==> src/rtl/canonical_huffman_table_top_macros.svh <==
// ----------------------------------------------------------------------------
// Canonical Huffman table assertion macros
// Shared property wrappers for the concurrent checks of the table block.
// ----------------------------------------------------------------------------
`ifndef CANONICAL_HUFFMAN_TABLE_TOP_MACROS_SVH
`define CANONICAL_HUFFMAN_TABLE_TOP_MACROS_SVH

// same-cycle implication, skipped while reset is high
`define CHT_ASSERT_NOW(label, clk, rst, ante, cons, msg) \
   label: assert property (@(posedge clk) disable iff (rst) (ante) |-> (cons)) \
      else $error(msg);

// next-cycle implication, skipped while reset is high
`define CHT_ASSERT_NEXT(label, clk, rst, ante, cons, msg) \
   label: assert property (@(posedge clk) disable iff (rst) (ante) |=> (cons)) \
      else $error(msg);

`endif

==> src/rtl/cht_pkg.sv <==
// ----------------------------------------------------------------------------
// Canonical Huffman table package
// Field widths, table limits, command and status codes, and the control
// and status bundles between the controller and the datapath.
// ----------------------------------------------------------------------------
package cht_pkg;

   // table limits
   localparam int MAX_CODE_LEN = 16;
   localparam int SYMBOL_SPACE = 256;
   localparam int TOTAL_MAX    = 511;

   // field widths
   localparam int CMD_W    = 2;
   localparam int LEN_W    = 5;
   localparam int COUNT_W  = 8;
   localparam int SYMBOL_W = 8;
   localparam int CODE_W   = 16;
   localparam int STATUS_W = 2;

   // internal widths
   localparam int NEXT_W     = CODE_W + 1;
   localparam int LOADED_W   = 9;
   localparam int SUM_W      = 12;
   localparam int CNT_IDX_W  = $clog2(MAX_CODE_LEN);
   localparam int SYM_IDX_W  = $clog2(SYMBOL_SPACE);
   localparam int ENTRY_W    = CODE_W + LEN_W;

   typedef enum logic [CMD_W-1:0] {
      CMD_LOAD_COUNT  = 2'd0,
      CMD_LOAD_SYMBOL = 2'd1,
      CMD_LOOKUP      = 2'd2,
      CMD_CLEAR       = 2'd3
   } cmd_type;

   typedef enum logic [STATUS_W-1:0] {
      STATUS_OK      = 2'd0,
      STATUS_MISS    = 2'd1,
      STATUS_OVERRUN = 2'd2
   } status_type;

   // controller to datapath
   typedef struct packed {
      logic capture;
      logic do_count;
      logic sym_init;
      logic sym_step;
      logic sym_assign;
      logic sym_reject;
      logic look_read;
      logic look_take;
      logic clear;
      logic reply;
   } cht_ctrl_type;

   // datapath to controller
   typedef struct packed {
      logic loaded_full;
      logic loaded_zero;
      logic left_zero;
      logic cur_at_max;
      logic out_free;
   } cht_stat_type;

endpackage

==> src/rtl/cht_ctrl.sv <==
// ----------------------------------------------------------------------------
// Canonical Huffman table controller
// Sequences one command at a time: count load, symbol load with the length
// skip walk, lookup through the code store, clear, and the reply transfer.
// ----------------------------------------------------------------------------
module cht_ctrl import cht_pkg::*; (
   input  logic             clock,
   input  logic             reset,
   input  logic             req_valid,
   input  logic [CMD_W-1:0] req_cmd,
   output logic             req_ready,
   input  cht_stat_type     stat,
   output cht_ctrl_type     ctrl
);

   typedef enum logic [2:0] {
      S_IDLE,
      S_COUNT,
      S_SYM_CHECK,
      S_SYM_SKIP,
      S_LOOK_READ,
      S_LOOK_TAKE,
      S_CLEAR,
      S_REPLY
   } state_type;

   state_type state_ff;
   state_type state_in;
   logic      ready_ff;
   logic      ready_in;
   logic      fire;

   assign req_ready = ready_ff;
   assign fire      = req_valid && ready_ff;

   always_comb begin
      state_in = state_ff;
      ctrl     = '0;
      ctrl.capture = fire;
      unique case (state_ff)
         S_IDLE: begin
            if (fire) begin
               unique case (cmd_type'(req_cmd))
                  CMD_LOAD_COUNT:  state_in = S_COUNT;
                  CMD_LOAD_SYMBOL: state_in = S_SYM_CHECK;
                  CMD_LOOKUP:      state_in = S_LOOK_READ;
                  CMD_CLEAR:       state_in = S_CLEAR;
               endcase
            end
         end
         S_COUNT: begin
            ctrl.do_count = 1'b1;
            state_in      = S_REPLY;
         end
         S_SYM_CHECK: begin
            priority if (stat.loaded_full) begin
               ctrl.sym_reject = 1'b1;
               state_in        = S_REPLY;
            end else if (stat.loaded_zero) begin
               ctrl.sym_init = 1'b1;
               state_in      = S_SYM_SKIP;
            end else begin
               state_in = S_SYM_SKIP;
            end
         end
         S_SYM_SKIP: begin
            // walk one length per cycle until a free code turns up or the last length runs out
            priority if (stat.left_zero && !stat.cur_at_max) begin
               ctrl.sym_step = 1'b1;
            end else if (stat.left_zero) begin
               ctrl.sym_reject = 1'b1;
               state_in        = S_REPLY;
            end else begin
               ctrl.sym_assign = 1'b1;
               state_in        = S_REPLY;
            end
         end
         S_LOOK_READ: begin
            ctrl.look_read = 1'b1;
            state_in       = S_LOOK_TAKE;
         end
         S_LOOK_TAKE: begin
            ctrl.look_take = 1'b1;
            state_in       = S_REPLY;
         end
         S_CLEAR: begin
            ctrl.clear = 1'b1;
            state_in   = S_REPLY;
         end
         S_REPLY: begin
            if (stat.out_free) begin
               ctrl.reply = 1'b1;
               state_in   = S_IDLE;
            end
         end
      endcase
      ready_in = (state_in == S_IDLE);
   end

   always_ff @(posedge clock) begin
      if (reset) begin
         state_ff <= S_IDLE;
         ready_ff <= 1'b0;
      end else begin
         state_ff <= state_in;
         ready_ff <= ready_in;
      end
   end

endmodule

==> config.mk <==
export PLATFORM = sky130hd
export DESIGN_NAME = cht_ctrl
export DESIGN_NICKNAME = d
export VERILOG_FILES = /design/src/rtl/canonical_huffman_table_top_macros.svh /design/src/rtl/cht_pkg.sv /design/src/rtl/cht_ctrl.sv
export SDC_FILE = /design/constraint.sdc
export NUM_CORES = 1
export LEC_CHECK = 0
export ABC_AREA = 1
export ABC_CLOCK_PERIOD_IN_PS = 1500
export BUFFER_PORTS_ARGS = -buffer_cell sky130_fd_sc_hd__buf_2
export CAP_MARGIN = 20
export CORE_AREA = 4 4 41 43
export CTS_CLUSTER_DIAMETER = 30
export DETAILED_ROUTE_END_ITERATION = 10
export DIE_AREA = 0 0 45 47
export PLACE_DENSITY = 0.58
export SLEW_MARGIN = 25
export SYNTH_ARGS = -nofsm -noshare
export SYNTH_HDL_FRONTEND = slang
export SYNTH_SLANG_ARGS = --single-unit
==> constraint.sdc <==
create_clock -name clock -period 1.5 [get_ports clock]
set_clock_uncertainty 0.2 [all_clocks]
set_input_delay 0.45 -clock clock [delete_from_list [all_inputs] [get_ports clock]]
set_output_delay 0.45 -clock clock [all_outputs]
set_load 0.005 [all_outputs]
* After elaboration in Yosys (flattened, before gate mapping)
Index checks and enable logic that the tools add are counted.
Storage, ports and cells: bits in registers 4
Operators by class: mux-type cells 22, equality and inequality tests 10, reductions and logical operators 7
Operators by type and width (count):
- $pmux W3 S6 | 1
- $mux W1 | 13
- $eq A3 B3 Y1 const B | 4
- $mux W3 | 4
- $pmux W3 S4 | 1
- $eq A3 B2 Y1 const B | 2
- $logic_not A3 Y1 | 2
- $eq A2 B2 Y1 const B | 2
- $mux W2 | 2
- $eq A3 B1 Y1 const B | 1
- $reduce_or A3 Y1 | 1
- $eq A2 B1 Y1 const B | 1
- $logic_and A1 B1 Y1 | 2
- $logic_not A2 Y1 | 1
- $pmux W1 S2 | 1
- $logic_not A1 Y1 | 1

* Depth between registers and ports, before layout
depth in word-level cells 5, depth in mapped cells 8, mapped depth without buffers 8

* Worst setup path after synthesis
Ideal clock, no wire load.
path kind input to output, from input port req_valid, to output port ctrl[9] (netlist name), buffers on the path 1, data arrival time 754 ps, data required time 850 ps, stages on the path 3, setup slack 96 ps, cell sequence nand2_1 > inv_1 > buf_4
Between the ends: word-level cells in the longest chain between the ends 1
Ends and longest elaborated chain:
- start, declared | RTL line cht_ctrl.sv:9 | input logic req_valid,
- $logic_and A1 B1 Y1 | RTL line cht_ctrl.sv:34 | assign fire = req_valid && ready_ff;
- end, declared | RTL line cht_ctrl.sv:13 | output cht_ctrl_type ctrl
Every way passes these cells.

==> metrics.yaml <==
outcome:
  run_status: "finished with violations"
  failed_checks: "setup timing"
cells_and_area:
  final_cell_area_um2: 593
  flow.area_growth_from_synthesis_pct: 68.7
  antenna_cells: 0
  nNetsFinal: 103
  post_route_cells_drive_above_1_share_pct: 57.1
  filler_cells: 152
  post-route-util_pct: 45.6
global_route:
  global_route_wire_length_before_repair_um: 1480
  overflow: 0
  grt_start_max_net_pins: 7
  grt_util_all_layers_pct: 9.56
  vias_in_the_first_global_route: 417
  antenna_found_initial: 0
worst_setup_path:
  max_stage_delay_ps: 370
  critical_path.top_delay_family: "flip-flops"
  critPathLaunch: "state_ff[1]"
  arrival_ps: 1000
  crit_chain: "buf_6 -> nand4_1 -> nand2_1 -> buf_2"
  reg2reg_depth: 8
  required_ps: 850
  setup.worst_path.end: "ctrl[4]"
  critPathKind: "flip-flop to output port"
  critical_path_peak_fanout: 4
  path_buf_inv: 2
  worst-path-stages: 4
  crit-reg2reg-launch: "state_ff[0]"
  critical_path.slowest_cell: "sky130_fd_sc_hd__dfxtp_4"
  worstSetupStartpointType: "flip-flop"
  end_kind: "output port"
  r2r_slack_ps: 170
  regToRegEndpoint: "req_ready"
drt:
  drtIter0Drc: 4
  postRouteAntennaNets: 0
  wirelength_um: 884
  met2_wirelength_um: 465
  route.met3.wl_um: 63
  remaining_drc_errors: 0
  m1WireLength_um: 355
  wl_per_cell_um: 8.34
  avgViaCountPerCell: 4.26
  detail_route.first_pass.iterations: 2
  top_layer: "met3"
  dr_total_vias: 452
cts:
  cts-root-to-sink-buffers: 2
  cts.clk_slew.worst_paths_ps: 40
  cts_root_buf: "sky130_fd_sc_hd__clkbuf_4"
  worst_skew_pair.late_latency_ps: 230
  clock_sink_count: 4
  cts_max_level: 1
  post-cts-setup-buffers: 0
  cts_inserted_buffers: 3
  tritoncts_clock_tree: "built"
timing:
  min_period_ps: 1650
  fin_setup_tns_ps: -956
  fmax_mhz: 605
  timing.max_slew.rel_slack_pct: 90.6
  unrepaired_setup_endpoints_after_global_routing: "yes"
  final.setup.worst_slack_ps: -153
  report.final.setup_viol: 9
  min_period_over_period_pct: 110
  final_hold_viol_count: 0
  transition_time_at_the_pin_with_the_least_slew_margin_ps: 141
  final_max_slew_viol_count: 0
logic_synthesis:
  post_synthesis_cell_area_um2: 352
  post-synth-top-area-cell: "sky130_fd_sc_hd__dfxtp_1"
  post_synthesis_register_bit_count: 4
  synth.net_count: 70
  synth_warnings: 0
  yosys-top-cells-area: "sky130_fd_sc_hd__dfxtp_1 23%, sky130_fd_sc_hd__nand2_1 15%, sky130_fd_sc_hd__nor2_1 13%, sky130_fd_sc_hd__inv_1 9.6%, sky130_fd_sc_hd__nand4_1 7.1%"
  synth-seq-area-share_pct: 22.8
  arithmetic_cell_share_of_the_synthesized_area_counting_full_adders_half_adders_and_majority_gates_pct: 0
  multiplexer_share_of_the_synthesized_area_pct: 0
  post_synth_xor_area_fraction_pct: 0
  synth_cell_types: 15
  synth_simple_gate_area_share_pct: 52.0
  proportion_of_netlist_area_held_by_the_largest_area_contributor_pct: 22.8
  dominant_combinational_cell_family_by_area_after_synthesis: "simple AND/OR/NAND/NOR gates"
  synth_compound_area_share_pct: 6.05
  synthCells: 60
  post_synth.cell_area_avg_um2: 5.86
pwr:
  sequentialPowerShare_pct: 32.0
  total_power_density_per_cell_area_nw_per_um2: 763
  p_switching_mw: 0.152
  static-leakage-power_nw: 0.360
  vdd.ir_drop.worst_uv: 516
  finalPower_mw: 0.452
  combPwrFrac_pct: 39.6
  clkPwrFrac_pct: 28.4
  switching_share_pct: 33.6
  power_report.internal_total_mw: 0.300
die:
  top_level_ports: 21
  core-area_um2: 1300
  die_ar_um2: 2120
  die_width_um: 45
  initial_utilization_pct: 27.0
  row_count: 13
  fp.dieH_um: 47
flow_run:
  cap_violations: 0
placed_design:
  hpwl_um: 759
  place.gp.congestion: 0.701
  placedInstanceArea_um2: 527
  buffer_ports.inserted: 20
worst_hold_path:
  worstHoldPathType: "primary input to flip-flop"
  hold_path_depth: 2
-- cell usage in the layout, fill, tap and decap left out --
cell and count:
sky130_fd_sc_hd__clkbuf_4 3, sky130_fd_sc_hd__inv_1 7, sky130_fd_sc_hd__dfxtp_4 3, sky130_fd_sc_hd__nor2_2 2, sky130_fd_sc_hd__buf_4 8, sky130_fd_sc_hd__buf_2 20
sky130_fd_sc_hd__nor3_2 1, sky130_fd_sc_hd__nor2_4 2, sky130_fd_sc_hd__nand3_2 1, sky130_fd_sc_hd__buf_6 2, sky130_fd_sc_hd__a21oi_4 1, sky130_fd_sc_hd__nand2_1 12
sky130_fd_sc_hd__nand3_1 3, sky130_fd_sc_hd__nor2_1 11, sky130_fd_sc_hd__nand2_4 1, sky130_fd_sc_hd__inv_4 1, sky130_fd_sc_hd__a21oi_1 1, sky130_fd_sc_hd__dfxtp_1 1
sky130_fd_sc_hd__nand2_2 2, sky130_fd_sc_hd__nand4_1 4, sky130_fd_sc_hd__inv_2 5
-- how the worst min path moves through the flow --
stage | endpoint | slack [ps] | startpoint
final | state_ff[1] | 220 | reset
after global routing | state_ff[1] | 230 | reset
after CTS | state_ff[1] | 220 | reset
after detailed placement | state_ff[1] | 470 | reset
after global placement | state_ff[2] | 470 | reset
after floorplan | state_ff[2] | 320 | reset
-- logic make-up after synthesis --
group,after synthesis
compound gates,2
buf+inv,15
flops,4
simple gates,39
-- state kept, by name, summed over array words and instances (netlist names) --
signal,count
state_ff,3
req_ready,1
-- power groups by stage --
stage | logic [mW] | registers (mW) | clock network [mW]
after floorplan | 0.103 | 0.131 | 0
after global placement | 0.168 | 0.137 | 0
after detailed placement | 0.170 | 0.137 | 0
after CTS | 0.180 | 0.141 | 0.135
after global routing | 0.202 | 0.148 | 0.143
final | 0.179 | 0.145 | 0.129
-- worst register-to-register path, cell delays in order (launching register included) --
cell and delay (ps):
sky130_fd_sc_hd__dfxtp_4 350, sky130_fd_sc_hd__inv_2 90, sky130_fd_sc_hd__nand2_2 60, sky130_fd_sc_hd__buf_4 140, sky130_fd_sc_hd__nor2_4 90, sky130_fd_sc_hd__inv_2 50, sky130_fd_sc_hd__a21oi_4 120, sky130_fd_sc_hd__nor2_1 60
sky130_fd_sc_hd__nor2_1 90
-- what timing repair did --
action / 4_1_cts / 5_1_grt
endpoints found under the setup margin: 9 / 10
hold buffers: 0 / 0
resized for setup: 12 / 5
endpoints found under the hold margin: 0 / 0
pin swaps: 4 / 1
-- per-layer routing --
metal / global-route usage (%) / up-vias
met3: 4.21 / 0
met5: 0 / -
met2: 17.5 / 12
met4: 3.51 / 0
met1: 9.55 / 194
li1: - / 246
-- cell type report --
class	count	area (um^2)	area share, %
inverter	13	51.3	8.65
timing repair buffer	30	183	30.8
multi-input combinational	41	226	38.2
tap	15	18.8	3.16
sequential	4	91.3	15.4
clock buffer	3	22.5	3.80
-- synthesized netlist by cell type --
cell type,number
sky130_fd_sc_hd__nand2_1,14
sky130_fd_sc_hd__nor2_1,12
sky130_fd_sc_hd__inv_1,9
sky130_fd_sc_hd__dfxtp_1,4
sky130_fd_sc_hd__inv_2,4
sky130_fd_sc_hd__nand3_1,4
sky130_fd_sc_hd__nand4_1,4
sky130_fd_sc_hd__nor2_2,2
sky130_fd_sc_hd__a21oi_1,1
sky130_fd_sc_hd__a21oi_4,1
sky130_fd_sc_hd__buf_4,1
sky130_fd_sc_hd__buf_6,1
sky130_fd_sc_hd__nand2_2,1
sky130_fd_sc_hd__nor2_4,1
sky130_fd_sc_hd__nor3_2,1
-- through the flow --
step	setup WS, ps	hold slack (ps)	std cells
finish	-153	220	106
global route	-224	227	106
CTS	-177	216	106
detailed placement	-3.89	471	103
global placement	-2.12	467	103
floorplan	95.7	320	60
No activity file was read; power rests on OpenSTA's default activity.
